===== src/rtl/core/afsk_pkg.sv =====
package afsk_pkg;

    localparam int SAMPLES_PER_BIT_N_DEF = 20;
    localparam int QUEUE_DEPTH           = 2;

    localparam int CFG_IDX_W  = 3;
    localparam int CFG_DATA_W = 16;
    localparam int PHASE_W    = 16;
    localparam int FRAME_W    = 16;

    localparam logic [CFG_IDX_W-1:0] CFG_MARK_STEP      = 3'd0;
    localparam logic [CFG_IDX_W-1:0] CFG_SPACE_STEP     = 3'd1;
    localparam logic [CFG_IDX_W-1:0] CFG_SEVEN_BIT_DATA = 3'd2;
    localparam logic [CFG_IDX_W-1:0] CFG_PARITY_ENABLE  = 3'd3;
    localparam logic [CFG_IDX_W-1:0] CFG_PARITY_EVEN    = 3'd4;
    localparam logic [CFG_IDX_W-1:0] CFG_TWO_STOP       = 3'd5;

    localparam logic [PHASE_W-1:0] MARK_STEP_RST  = 16'd3277;
    localparam logic [PHASE_W-1:0] SPACE_STEP_RST = 16'd6008;

    typedef struct packed {
        logic       byte_available;
        logic [7:0] data_byte;
    } req_t;

    typedef struct packed {
        logic [14:0] phase_angle;
        logic        tone_mark;
        logic        byte_taken;
        logic        last_sample;
    } sample_t;

    typedef struct packed {
        logic [PHASE_W-1:0] mark_step;
        logic [PHASE_W-1:0] space_step;
        logic               seven_bit_data;
        logic               parity_enable;
        logic               parity_even;
        logic               two_stop;
    } cfg_t;

    // One bit period as handed from the front end to the sample generator.
    typedef struct packed {
        logic tone_mark;
        logic byte_taken;
    } period_t;

    // Frame layout from the top bit down: start, data MSB first, parity, stop bits.
    function automatic logic [FRAME_W-1:0] build_frame(input logic [7:0] c, input cfg_t cfg);
        logic [FRAME_W-1:0] f;
        logic [7:0]         d;
        logic               par;
        logic [3:0]         pos;
        d   = cfg.seven_bit_data ? {1'b0, c[6:0]} : c;
        par = (^d) ^ ~cfg.parity_even;
        f   = '0;
        if (cfg.seven_bit_data)
        begin
            f[14:8] = d[6:0];
            pos     = 4'd7;
        end
        else
        begin
            f[14:7] = d;
            pos     = 4'd6;
        end
        if (cfg.parity_enable)
        begin
            f[pos] = par;
            pos    = pos - 4'd1;
        end
        f[pos] = 1'b1;
        if (cfg.two_stop)
        begin
            f[pos - 4'd1] = 1'b1;
        end
        return f;
    endfunction

endpackage


===== src/rtl/core/afsk_stream_if.sv =====
interface afsk_stream_if #(
    parameter type payload_t = logic
);
    logic     valid;
    logic     ready;
    payload_t payload;

    modport source (output valid, output payload, input ready);
    modport sink   (input valid, input payload, output ready);
endinterface


===== src/rtl/core/afsk_back.sv =====
module afsk_back #(
    parameter int SAMPLES_PER_BIT_N = afsk_pkg::SAMPLES_PER_BIT_N_DEF
) (
    input  logic              clk,
    input  logic              rst_n,
    input  afsk_pkg::cfg_t    cfg,
    input  logic              head_valid,
    input  afsk_pkg::period_t head,
    output logic              pop,
    afsk_stream_if.source     sample
);
    import afsk_pkg::*;

    localparam int               CNT_W = (SAMPLES_PER_BIT_N > 1) ? $clog2(SAMPLES_PER_BIT_N) : 1;
    localparam logic [CNT_W-1:0] LAST  = CNT_W'(SAMPLES_PER_BIT_N - 1);

    logic [CNT_W-1:0]   cnt_reg;
    logic [PHASE_W-1:0] acc_reg;
    logic [PHASE_W-1:0] acc_next;
    logic [PHASE_W-1:0] step;
    logic               valid_reg;
    sample_t            sample_reg;
    logic               advance;
    logic               last;

    // Advance one sample whenever a period is queued and the output register is free or being drained.
    assign advance  = head_valid && (!valid_reg || sample.ready);
    assign last     = (cnt_reg == LAST);
    assign pop      = advance && last;
    assign step     = head.tone_mark ? cfg.mark_step : cfg.space_step;
    assign acc_next = acc_reg + step;

    assign sample.valid   = valid_reg;
    assign sample.payload = sample_reg;

    always_ff @(posedge clk)
    begin
        if (advance)
        begin
            sample_reg.phase_angle <= acc_next[PHASE_W-1:1];
            sample_reg.tone_mark   <= head.tone_mark;
            sample_reg.byte_taken  <= head.byte_taken;
            sample_reg.last_sample <= last;
        end
    end

    always_ff @(posedge clk or negedge rst_n)
    begin
        if (!rst_n)
        begin
            cnt_reg   <= '0;
            acc_reg   <= '0;
            valid_reg <= 1'b0;
        end
        else if (advance)
        begin
            cnt_reg   <= last ? '0 : cnt_reg + 1'b1;
            acc_reg   <= acc_next;
            valid_reg <= 1'b1;
        end
        else if (sample.ready)
        begin
            valid_reg <= 1'b0;
        end
    end

endmodule


===== src/flat_wrapper.sv =====
// flat-port wrapper written by rule: the top's interface ports become plain ports
module afsk_back_flat import afsk_pkg::*;
#(
    parameter int SAMPLES_PER_BIT_N = afsk_pkg::SAMPLES_PER_BIT_N_DEF
)
  (clk, rst_n, cfg, head_valid, head, pop, sample_valid, sample_payload, sample_ready);
  afsk_stream_if sample_i ();
  input  logic clk;
  input  logic rst_n;
  input  afsk_pkg::cfg_t cfg;
  input  logic head_valid;
  input  afsk_pkg::period_t head;
  output logic pop;
  output wire logic [$bits(sample_i.valid)-1:0] sample_valid;
  output wire logic [$bits(sample_i.payload)-1:0] sample_payload;
  input wire logic [$bits(sample_i.ready)-1:0] sample_ready;
  assign sample_valid = sample_i.valid;
  assign sample_payload = sample_i.payload;
  assign sample_i.ready = sample_ready;
  afsk_back #(.SAMPLES_PER_BIT_N(SAMPLES_PER_BIT_N)) u_core (.clk(clk), .rst_n(rst_n), .cfg(cfg), .head_valid(head_valid), .head(head), .pop(pop), .sample(sample_i));
endmodule

===== config.mk =====
export PLATFORM = sky130hd
export DESIGN_NAME = afsk_back_flat
export DESIGN_NICKNAME = d
export VERILOG_FILES = /design/src/rtl/core/afsk_pkg.sv /design/src/rtl/core/afsk_stream_if.sv /design/src/rtl/core/afsk_back.sv /design/src/flat_wrapper.sv
export SDC_FILE = /design/constraint.sdc
export NUM_CORES = 1
export LEC_CHECK = 0
export BUFFER_PORTS_ARGS = -buffer_cell sky130_fd_sc_hd__buf_2
export CORE_UTILIZATION = 24
export DETAILED_ROUTE_END_ITERATION = 16
export PLACE_DENSITY = 0.69
export SETUP_SLACK_MARGIN = 0.05
export SYNTH_ARGS = -nofsm -noshare
export SYNTH_HDL_FRONTEND = slang
export SYNTH_SLANG_ARGS = --single-unit

===== constraint.sdc =====
create_clock -name clk -period 2.26 [get_ports clk]
set_clock_uncertainty 0.15 [all_clocks]
set_input_delay 0.339 -clock clk [delete_from_list [all_inputs] [get_ports clk]]
set_output_delay 0.339 -clock clk [all_outputs]
set_load 0.01 [all_outputs]

Word-level counts from Yosys, hierarchy flattened
Index checks and enable logic that the tools add are counted.
- input bits: 42
- logic and storage cells: 13
- output and inout bits: 3
- register bits after elaboration: 7
- reductions and logical operators: 5
- add/sub/neg operators: 1
- mux-type cells: 3
- equality and inequality tests: 1
- operators by type and width (operator ; count):
    5-bit by 1-bit adder with 5-bit output, second input constant ; 1
    5-bit equality test, second input constant ; 1
    5-bit 2-to-1 mux ; 1
    1-bit logical AND ; 2
    1-bit 2-to-1 mux ; 2
    2-bit nonzero test ; 1
    1-bit logical NOT ; 1
    1-bit logical OR ; 1

Depth between registers and ports, before layout
- depth after elaboration: 4
- depth in mapped cells: 4
- depth with buffers taken out: 4

Worst setup path before layout
Ideal clock, no wire load.
- path kind: reg-to-output
- from: register u_core.cnt_reg[0]
- to: output pop
- required time: 1.771 ns
- stages on the path, launching flop included: 5
- data arrival time: 0.911 ns
- setup slack: 0.860 ns
- buffers on the path: 0
- path through: dfrtp_1 > ha_1 > nand4bb_1 > inv_1 > and2_1
- cells in the longest elaborated chain, start to end: 2
- ends and longest elaborated chain (what ; line ; source):
    start: declaration ; afsk_back.sv:17 ; logic [CNT_W-1:0] cnt_reg;
    start signal: assignment ; afsk_back.sv:57 ; cnt_reg <= last ? '0 : cnt_reg + 1'b1;
    5-bit equality test ; afsk_back.sv:28 ; assign last = (cnt_reg == LAST);
    named net u_core.last ; afsk_back.sv:24 ; logic last;
    1-bit logical AND ; afsk_back.sv:29 ; assign pop = advance && last;
    end: declaration ; flat_wrapper.sv:13 ; output logic pop;
The timed path passes the listed nets, and every way through them passes these cells.

Worst setup path after layout
Same ends and word-level chain as after synthesis.

==> impl_metrics.toml <==
[run_status]
outcome = "finished clean"

[cells_and_area]
drive_gt1_share_pct = 31.0
area_growth_pct = 23.1
fin_nets = 86
antenna_cells_inserted = 0
final_util_pct = 33.2
largest_reg_flops = 5

[sta]
slew_headroom_pct = 84.7
fin_crit_ns = 1.84
rsz0062_at_grt = "false"
layout_worst_path_cycle_share_pct = 81.4
setup_viol = 0
fmax_mhz = 544
maxSlewViolCount = 0
tightest_slew_ns = 0.227
setup_tns_ns = 0
hold_viol_final = 0

[critical_path]
ff2ff_setup_slack_ns = 0.91
end_kind = "output port"
cpPeakStageDelay_ns = 0.40
reg2reg_depth = 4
worstSetupStartpointType = "flop"
critical_path_class = "flop to output port"
cp_max_fo = 3
timing.rr.end = "u_core.cnt_reg[4]$_DFFE_PN0P_"
crit_chain = "ha_1 -> nand4bb_1 -> inv_1 -> and2_1 -> buf_2"
cp.required_ns = 1.77
worstPathArrival_ns = 1.35
worstSetupStartpoint = "u_core.cnt_reg[0]$_DFFE_PN0P_"
crit_end = "pop"
worstReg2RegStart = "u_core.cnt_reg[0]$_DFFE_PN0P_"
slowest_stage = "dfrtp_1"

[drt]
drt-total-wl_um = 640
antenna_left = 0
drt-initial-drc-count = 11
viasPerCell = 4.47
wl_per_cell_um = 11.2
num_vias = 255
drc = 0
drt_pass1_iterations = 4

[pwr]
p_leak_nw = 0.214
peakVddDrop_v = 0.000283
p_per_area_mw_per_mm2 = 1020

[floorplanning]
die-area_mm2 = 0.00169
ios = 45
start_util_pct = 26.9
die_y_um = 41.2
fp.dieW_um = 41.2
coreArea_mm2 = 0.00137
num_rows = 13

[logic_synthesis]
ys_warn_count = 0
synthMuxAreaShare_pct = 9.86
yosysMostFrequentCell = "dfrtp_1"
synth-simple-area-share_pct = 25.5
synth_top_cell_by_area = "dfrtp_1"
ys.flop_type = "dfrtp_1"
netlist_area_um2 = 368
synth_common_cells = "dfrtp_1, nand3_1, nor2b_1"
synthXorXnorAreaFrac_pct = 2.38
ys_types = 20
synth_adder_area_share_pct = 3.40
synthArstFlopShare_pct = 85.7
synth_edf_count = 1
synth_seq_cells = 7
synth_nets = 74
yosysSeqAreaShare_pct = 49.0
synthCells = 31
synth_area_leaders = "dfrtp_1, edfxtp_1, nor2b_1, o41ai_2, nand3_1"
synth_top_family_by_area = "simple AND/OR/NAND/NOR gates"
synth_area_per_cell_um2 = 11.9
synth_compound_area_share_pct = 7.82
synth_top_area_share_pct = 40.8

[clocking]
tritoncts = "done"
clk_pin_slew_worst_paths_ns = 0.05
htree_levels = 1
cts_buffer_depth = 2
cts_resized = 0
cts-root-buf = "clkbuf_4"
cts_buffers = 3
clock_sinks = 7
clock_latency_ns = 0.25

[hold_path]
min_from = "head_valid"
hp-class = "input port to flop"
worstHoldPathCells = 2

[grt]
grt_max_degree = 8
overflow = 0
grt_antenna_before_repair = 0
grt_pass1_wl_um = 841
grt.total_usage_pct = 8.97
grt_pass1_vias = 209

[run]
maxCapViolations = 0

[placed_design]
gp_congestion = 0.633
detailed_place_hpwl_um = 483
numPortBuffers = 6
==> power by group <==
| group | leakage, nW | switching (mW) | internal [mW] |
|---|---|---|---|
| Sequential | 0.0810 | 0.0473 | 0.169 |
| Clock | 0.0150 | 0.0459 | 0.0674 |
| Combinational | 0.118 | 0.0523 | 0.0787 |
| Total | 0.214 | 0.145 | 0.315 |
==> worst max-delay path: cells and delay by family (launching register included) <==
family | cells | cell delay [ns]
fa+ha+maj | 1 | 0.24
flops | 1 | 0.40
simple gates | 2 | 0.26
buf+inv | 2 | 0.20
==> worst min path at each step <==
stage	to	slack, ns
finish	u_core.sample.valid$_DFFE_PN0P_	0.20
global route	u_core.sample.valid$_DFFE_PN0P_	0.19
CTS	u_core.sample.valid$_DFFE_PN0P_	0.19
detailed placement	u_core.sample.valid$_DFFE_PN0P_	0.02
global placement	u_core.sample.valid$_DFFE_PN0P_	0.02
floorplan	u_core.cnt_reg[0]$_DFFE_PN0P_	-0.11
==> per-stage QoR <==
stage / setup WS [ns] / cell area (µm²) / hold slack [ns] / std cells / power, mW
2_1_floorplan: 0.860 / 368 / -0.107 / 31 / 0.316
3_3_place_gp: 0.722 / 417 / 0.0222 / 52 / 0.343
3_5_place_dp: 0.686 / 417 / 0.0235 / 52 / 0.347
4_1_cts: 0.403 / 453 / 0.187 / 57 / 0.467
5_1_grt: 0.361 / 453 / 0.188 / 57 / 0.496
6_report: 0.420 / 453 / 0.195 / 57 / 0.461
==> routing by layer <==
metal  vias up  part of all wire, %  global-route usage (%)
li1        131                    -                       -
met1       115                   47                    10.2
met2         9                   46                    12.1
met3         0                  7.2                    6.52
met4         0                    0                    4.84
met5         -                    0                       0
==> kinds of logic (layout without fill, tap and decap cells) <==
group	after synthesis	after routing
and+or+nand+nor	14	14
DFF	7	7
AOI/OAI and AO/OA	3	3
muxes	3	3
buffers and inverters	2	13
adders and majority gates	1	1
xor gates and xnor gates	1	1
==> area by class of cell <==
type | count | area (µm²)
Fill cell | 146 | 913
Sequential cell | 7 | 180
Timing Repair Buffer | 7 | 40.0
Multi-Input combinational cell | 22 | 180
Clock buffer | 4 | 26.3
Inverter | 2 | 7.51
Tap cell | 15 | 18.8
==> placed cells by master (no fill, tap or decap), drive strengths merged <==
| master | instances |
|---|---|
| nor2b | 3 |
| dlygate4sd3 | 1 |
| ha | 1 |
| mux2i | 1 |
| dfrtp | 6 |
| nand2 | 2 |
| a21oi | 1 |
| edfxtp | 1 |
| o41ai | 1 |
| nand4bb | 1 |
| and3 | 1 |
| nand2b | 2 |
| inv | 2 |
| o31ai | 1 |
| buf | 6 |
| xnor2 | 1 |
| and2 | 2 |
| clkbuf | 4 |
| mux2 | 2 |
| nand3 | 3 |
==> timing repair <==
action                    4_1_cts  5_1_grt
buffers inserted                0        0
hold endpoints to repair        6        0
hold buffers                    1        0
Power figures use the tool's default switching activity.
