File: src/rtl/core/afsk_pkg.sv
package afsk_pkg;

    localparam int SAMPLES_PER_BIT_N_DEF = 20;
    localparam int QUEUE_DEPTH           = 2;

    localparam int CFG_IDX_W  = 3;
    localparam int CFG_DATA_W = 16;
    localparam int PHASE_W    = 16;
    localparam int FRAME_W    = 16;

    localparam logic [CFG_IDX_W-1:0] CFG_MARK_STEP      = 3'd0;
    localparam logic [CFG_IDX_W-1:0] CFG_SPACE_STEP     = 3'd1;
    localparam logic [CFG_IDX_W-1:0] CFG_SEVEN_BIT_DATA = 3'd2;
    localparam logic [CFG_IDX_W-1:0] CFG_PARITY_ENABLE  = 3'd3;
    localparam logic [CFG_IDX_W-1:0] CFG_PARITY_EVEN    = 3'd4;
    localparam logic [CFG_IDX_W-1:0] CFG_TWO_STOP       = 3'd5;

    localparam logic [PHASE_W-1:0] MARK_STEP_RST  = 16'd3277;
    localparam logic [PHASE_W-1:0] SPACE_STEP_RST = 16'd6008;

    typedef struct packed {
        logic       byte_available;
        logic [7:0] data_byte;
    } req_t;

    typedef struct packed {
        logic [14:0] phase_angle;
        logic        tone_mark;
        logic        byte_taken;
        logic        last_sample;
    } sample_t;

    typedef struct packed {
        logic [PHASE_W-1:0] mark_step;
        logic [PHASE_W-1:0] space_step;
        logic               seven_bit_data;
        logic               parity_enable;
        logic               parity_even;
        logic               two_stop;
    } cfg_t;

    // One bit period as handed from the front end to the sample generator.
    typedef struct packed {
        logic tone_mark;
        logic byte_taken;
    } period_t;

    // Frame layout from the top bit down: start, data MSB first, parity, stop bits.
    function automatic logic [FRAME_W-1:0] build_frame(input logic [7:0] c, input cfg_t cfg);
        logic [FRAME_W-1:0] f;
        logic [7:0]         d;
        logic               par;
        logic [3:0]         pos;
        d   = cfg.seven_bit_data ? {1'b0, c[6:0]} : c;
        par = (^d) ^ ~cfg.parity_even;
        f   = '0;
        if (cfg.seven_bit_data)
        begin
            f[14:8] = d[6:0];
            pos     = 4'd7;
        end
        else
        begin
            f[14:7] = d;
            pos     = 4'd6;
        end
        if (cfg.parity_enable)
        begin
            f[pos] = par;
            pos    = pos - 4'd1;
        end
        f[pos] = 1'b1;
        if (cfg.two_stop)
        begin
            f[pos - 4'd1] = 1'b1;
        end
        return f;
    endfunction

endpackage

File: src/rtl/core/afsk_queue.sv
module afsk_queue #(
    parameter int DEPTH = afsk_pkg::QUEUE_DEPTH
) (
    input  logic              clk,
    input  logic              rst_n,
    input  logic              push_valid,
    input  afsk_pkg::period_t push_data,
    output logic              push_ready,
    output logic              pop_valid,
    output afsk_pkg::period_t pop_data,
    input  logic              pop
);
    import afsk_pkg::*;

    localparam int PTR_W = (DEPTH > 1) ? $clog2(DEPTH) : 1;
    localparam int CNT_W = $clog2(DEPTH + 1);

    period_t          entry_reg [DEPTH];
    logic [PTR_W-1:0] wr_ptr_reg;
    logic [PTR_W-1:0] rd_ptr_reg;
    logic [CNT_W-1:0] count_reg;
    logic             do_push;
    logic             do_pop;

    assign push_ready = (count_reg != CNT_W'(DEPTH));
    assign pop_valid  = (count_reg != '0);
    assign pop_data   = entry_reg[rd_ptr_reg];
    assign do_push    = push_valid && push_ready;
    assign do_pop     = pop && pop_valid;

    always_ff @(posedge clk)
    begin
        if (do_push)
        begin
            entry_reg[wr_ptr_reg] <= push_data;
        end
    end

    always_ff @(posedge clk or negedge rst_n)
    begin
        if (!rst_n)
        begin
            wr_ptr_reg <= '0;
            rd_ptr_reg <= '0;
            count_reg  <= '0;
        end
        else
        begin
            if (do_push)
            begin
                wr_ptr_reg <= (wr_ptr_reg == PTR_W'(DEPTH - 1)) ? '0 : wr_ptr_reg + 1'b1;
            end
            if (do_pop)
            begin
                rd_ptr_reg <= (rd_ptr_reg == PTR_W'(DEPTH - 1)) ? '0 : rd_ptr_reg + 1'b1;
            end
            case ({do_push, do_pop})
                2'b10:   count_reg <= count_reg + 1'b1;
                2'b01:   count_reg <= count_reg - 1'b1;
                default: count_reg <= count_reg;
            endcase
        end
    end

endmodule

File: config.mk
export PLATFORM = sky130hd
export DESIGN_NAME = afsk_queue
export DESIGN_NICKNAME = d
export VERILOG_FILES = /design/src/rtl/core/afsk_pkg.sv /design/src/rtl/core/afsk_queue.sv
export SDC_FILE = /design/constraint.sdc
export NUM_CORES = 1
export LEC_CHECK = 0
export ABC_AREA = 0
export BUFFER_PORTS_ARGS = -buffer_cell sky130_fd_sc_hd__clkbuf_2
export CAP_MARGIN = 0
export CELL_PAD_IN_SITES_DETAIL_PLACEMENT = 2
export CELL_PAD_IN_SITES_GLOBAL_PLACEMENT = 2
export CORE_AREA = 5 5 42 44
export DETAILED_ROUTE_END_ITERATION = 16
export DIE_AREA = 0 0 47 49
export PLACE_DENSITY_LB_ADDON = 0.1
export SYNTH_ARGS = -nofsm -noshare
export SYNTH_HDL_FRONTEND = slang
export SYNTH_SLANG_ARGS = --single-unit
File: constraint.sdc
create_clock -name clk -period 1.9 [get_ports clk]
set_input_delay 0.19 -clock clk [delete_from_list [all_inputs] [get_ports clk]]
set_output_delay 0.19 -clock clk [all_outputs]
set_load 0.005 [all_outputs]
[Yosys cells after proc, flatten, opt, wreduce, memory -nomap -nowiden]
Memory sizes are Yosys's and may differ from the RTL's.
Index checks and enable logic that the tools add are counted.
Widths: inputs -> output; s select.
Cells by class
  $add $sub $neg: 4
  $mul: 0
  div/mod/pow operators: 0
  order comparisons: 0
  eq/ne operators: 3
  shift operators: 0
  multiplexer cells: 5
  bitwise gates (word level): 0
  reductions and logical operators: 4
Operators by type and width (number)
  $mux 1: 4
  $pmux 2 s2: 1
  $reduce_bool 2->1: 2
  $add 1x1->1 const B: 2
  $add 2x1->2 const B: 1
  $eq 2x1->1 const B: 1
  $eq 2x2->1 const B: 1
  $logic_and 1x1->1: 2
  $ne 2x2->1 const B: 1
  $sub 2x1->2 const B: 1
Word-level totals
  bits in registers: 4
  latch bits: 0
  RAM bits: 4
  ROM bits: 0
  output and inout bits: 4
  logic and storage cells: 20
  memories kept: 1
Memories
  entry_reg: words 2, bits a word 2, read ports 1, clocked after Yosys merged registers in 0, write ports 1, RTL line afsk_queue.sv:18  | period_t entry_reg [DEPTH];

[Depth between registers and ports, before layout]
  word-level depth: 4
  mapped depth: 6

[Least setup slack after synthesis]
OpenSTA, ideal clock, no wires.
  kind: flip-flop to flip-flop
  start point: register count_reg[0]
  end point: register count_reg[1]
  setup time: 0.079 ns
  arrival: 1.345 ns
  setup slack: 0.476 ns
  stages on the path, launching flop included: 6
  path buffers: 0
  period minus slack after synthesis: 1.424 ns
  cells stage by stage: dfrtp_1 > or2_1 > and2_4 > ha_1 > nor2_1 > xor2_1
Between the ends
  cells in the longest elaborated chain, start to end: 4
  elaborated cells between the ends (all ways): 10
  classes of those cells: add/sub: 2; eq/ne: 3; mux: 1; reduce/logical: 4
Ends and longest elaborated chain
  start: declaration: RTL line afsk_queue.sv:21  | logic [CNT_W-1:0] count_reg;
  start signal: assignment: RTL line afsk_queue.sv:58  | 2'b10: count_reg <= count_reg + 1'b1;
  start signal: assignment: RTL line afsk_queue.sv:59  | 2'b01: count_reg <= count_reg - 1'b1;
  start signal: assignment: RTL line afsk_queue.sv:60  | default: count_reg <= count_reg;
  $reduce_bool 2->1 (*): RTL line afsk_queue.sv:26  | assign pop_valid = (count_reg != '0);
  net pop_valid: RTL line afsk_queue.sv:9  | output logic pop_valid,
  $logic_and 1x1->1 (*): RTL line afsk_queue.sv:29  | assign do_pop = pop && pop_valid;
  net do_pop: RTL line afsk_queue.sv:23  | logic do_pop;
  $eq 2x1->1 or $eq 2x2->1 (tied branches): RTL line afsk_queue.sv:57  | case ({do_push, do_pop})
  $pmux 2 s2 or $reduce_bool 2->1 (tied branches)
The timed path passes the listed nets; every way through them passes the cells marked *.
A chain may end at the register's enable or synchronous reset.

[Final worst setup path]
  start point: register count_reg[0]
  end point: register count_reg[1]
Between the ends
  cells in the longest elaborated chain, start to end: 4
  elaborated cells between the ends (all ways): 10
  classes of those cells: add/sub: 2; eq/ne: 3; mux: 1; reduce/logical: 4
Ends and longest elaborated chain (RTL line)
  $reduce_bool 2->1 (*): afsk_queue.sv:26
  $logic_and 1x1->1 (*): afsk_queue.sv:29
  net do_pop: afsk_queue.sv:23
  $eq 2x1->1 or $eq 2x2->1 (tied branches): afsk_queue.sv:57
  $pmux 2 s2 or $reduce_bool 2->1 (tied branches)
Marked as above.

==> run_results.csv <==
group,metric,value,unit
sta,relSlewSlack,0.889,
synth,synth_cell_type_count,12,
run_status,outcome,"completed",
place,gp_congestion,0.664,
global_routing,grt_antenna_before_repair,0,
global_routing,grt_use_met2,0.120,
place,pre_cts_slack,0.399,ns
floorplanning,coreArea,1400,um2
route,post-route-drc-count,0,
clocking,cts-root-buf,"clkbuf_4",
finish,syn_to_final_growth,28.9,%
critical_path,cp_max_fo,4,
sta,fin_skew,0.00231,ns
sta,min_period,1.49,ns
sta,finalSetupViolCount,0,
sta,fin_crit_sh,0.785,
critical_path,slowest_delay,0.42,ns
finish,layout-drive-gt1-share,0.417,
floorplanning,die_h,49,um
sta,drv_slew,0,
clocking,ctsResizeCount,0,
global_routing,grt_pass1_vias,260,
critical_path,endpoint_kind,"flip-flop",
clocking,hold_buffers,1,
critical_path,cp_num_buf_inv,0,
power,irDropWorstVdd,469,uV
place,port_buffers,9,
flow_run,maxCapViolations,0,
global_routing,use_met1,0.0814,
global_routing,grt_use_total,0.0739,
power,total_power,0.671,mW
power,netSwitchingPower,0.207,mW
clocking,numCtsBuffers,3,
power,power.share.clock,0.182,
route,ant_nets,0,
global_routing,grt_first_pass_wirelength,1170,um
route,first_pass_iters,1,
floorplanning,pin_count,10,
sta,worst_pin_slew,0.166,ns
clocking,htree_levels,1,
synth,syn_inst,23,
route,dr_total_vias,212,
clocking,cts_sinks,8,
min_path,worstHoldPathType,"in -> reg",
power,p_per_area,1540,nW/um2
critical_path,required,2.07,ns
synth,yosysTopAreaCell,"edfxtp_1",
sta,rsz0062_at_grt,"no",
sta,worst_slack,0.409,ns
critical_path,cp.arrival,1.66,ns
critical_path,crit_chain,"or2_1, and2_4, ha_1, nor2_1, xor2_1",
sta,fmaxAchievable,0.671,GHz
synth,synthesis.area,338,um2
clocking,clock_latency,0.24,ns
sta,setup-tns-final,0,ns
clocking,cts_setup_buffers,0,
synth,synth_seq_cells,8,
clocking,path_clk_slew,0.05,ns
floorplanning,dieArea,2300,um2
critical_path,slowest_stage,"dfrtp_1",
power,p_seq_frac,0.454,
finish,diodes,0,
critical_path,setup.worst_path.start_class,"flip-flop",
route,totalWireLength,644,um
synth,synth_top_area_share,0.356,
route,vias_per_cell,4.08,
global_routing,grt-busiest-layer,"met2",
global_routing,grt_max_degree,5,
synth,ys_warn_count,0,
route,first_iter_violations,0,
finish,largest_reg_flops,4,
global_routing,grt_util_met3,0.0332,
finish,fin_nets,45,
place,dp_hpwl,561,um
clocking,cts_tree,"done",
sta,hold_violations,0,
floorplanning,floorplan.initialDensity,0.241,
synth,synth_fp_nets,30,
power,p_sw_frac,0.308,
floorplanning,rows,14,
synth,ys_seq_area_frac,0.652,
power,p_leak,0.191,nW
route,wl_per_cell,12.4,um
global_routing,grt-ovfl-total,0,
synth,syn_avg_cell_area,14.7,um2
critical_path,crit_type,"reg -> reg",
floorplanning,die_w,47,um
clocking,cts_buffer_depth,2,
synth,synth_area_leaders,"edfxtp_1 36%, dfrtp_1 30%, xnor2_1 7.8%",
finish,fillerInstances,164,
power,p_int,0.464,mW
critical_path,path_delay_family,"simple AND/OR/NAND/NOR gates",
power,pwr-share-comb,0.364,
-- path summary, 6_finish.rpt --
| path | endpoint | from | cells past startpoint | slack [ns] |
|---|---|---|---|---|
| hold / removal | entry_reg[1][0] | push_data[0] | 1 | 0.14 |
| min in group asynchronous | count_reg[0] | rst_n | 2 | 0.29 |
| setup / recovery | count_reg[1] | count_reg[0] | 5 | 0.41 |
| hold reg to reg | wr_ptr_reg | wr_ptr_reg | 1 | 0.49 |
| max in group asynchronous | count_reg[1] | rst_n | 2 | 1.47 |
| setup reg to reg | count_reg[1] | count_reg[0] | 5 | 0.41 |
-- power groups by stage --
stage	Clock (mW)	Combinational [mW]	Sequential [mW]
floorplan	0	0.175	0.294
global placement	0	0.236	0.304
detailed placement	0	0.248	0.312
CTS	0.130	0.252	0.309
global route	0.141	0.281	0.318
finish	0.122	0.244	0.304
-- metal layers --
metal | part of all wire | vias up
li1 | - | 106
met1 | 0.41 | 100
met2 | 0.53 | 6
met3 | 0.059 | 0
met4 | 0 | 0
met5 | 0 | -
-- cell type report --
type                       count  area [um2]  area share
sequential                     8         220       0.506
timing repair buffer          10        55.1       0.126
tap                           16        20.0      0.0460
multi-input combinational     15         118       0.270
clock buffer                   3        22.5      0.0517
-- metrics by stage --
| stage | cell area [um2] | utilization | instances | hold WS (ns) |
|---|---|---|---|---|
| floorplan | 338 | - | 23 | -0.106 |
| global placement | 403 | 0.288 | 48 | 0.0116 |
| detailed placement | 403 | 0.288 | 48 | 0.0145 |
| CTS | 435 | 0.311 | 52 | 0.136 |
| global route | 435 | 0.311 | 52 | 0.130 |
| finish | 435 | 0.311 | 52 | 0.141 |
-- cell families after synthesis --
logic type | synth area share
adders and majority gates | 0.0370
xor gates and xnor gates | 0.130
DFF | 0.652
muxes | 0.0667
and+or+nand+nor | 0.115
-- layout by cell type, fill, tap and decap left out, drive strengths merged, types with 2 or more instances in the layout --
cell type,count
edfxtp,4
nor2,2
clkbuf,12
xor2,2
mux2,2
xnor2,3
dfrtp,4
-- worst register-to-register path, cell delays in order, from the launching register on --
cell,delay (ns)
dfrtp_1,0.42
or2_1,0.24
and2_4,0.17
ha_1,0.30
nor2_1,0.14
xor2_1,0.15
-- synth_stat cells --
cell type  instances
xor2_1             2
and2_4             1
mux2_2             2
dfrtp_1            4
edfxtp_1           4
nand2_1            1
nor2_1             2
xnor2_1            3
or2_1              1
nand2b_1           1
and3_1             1
ha_1               1
(Power assumes the default switching activity.)
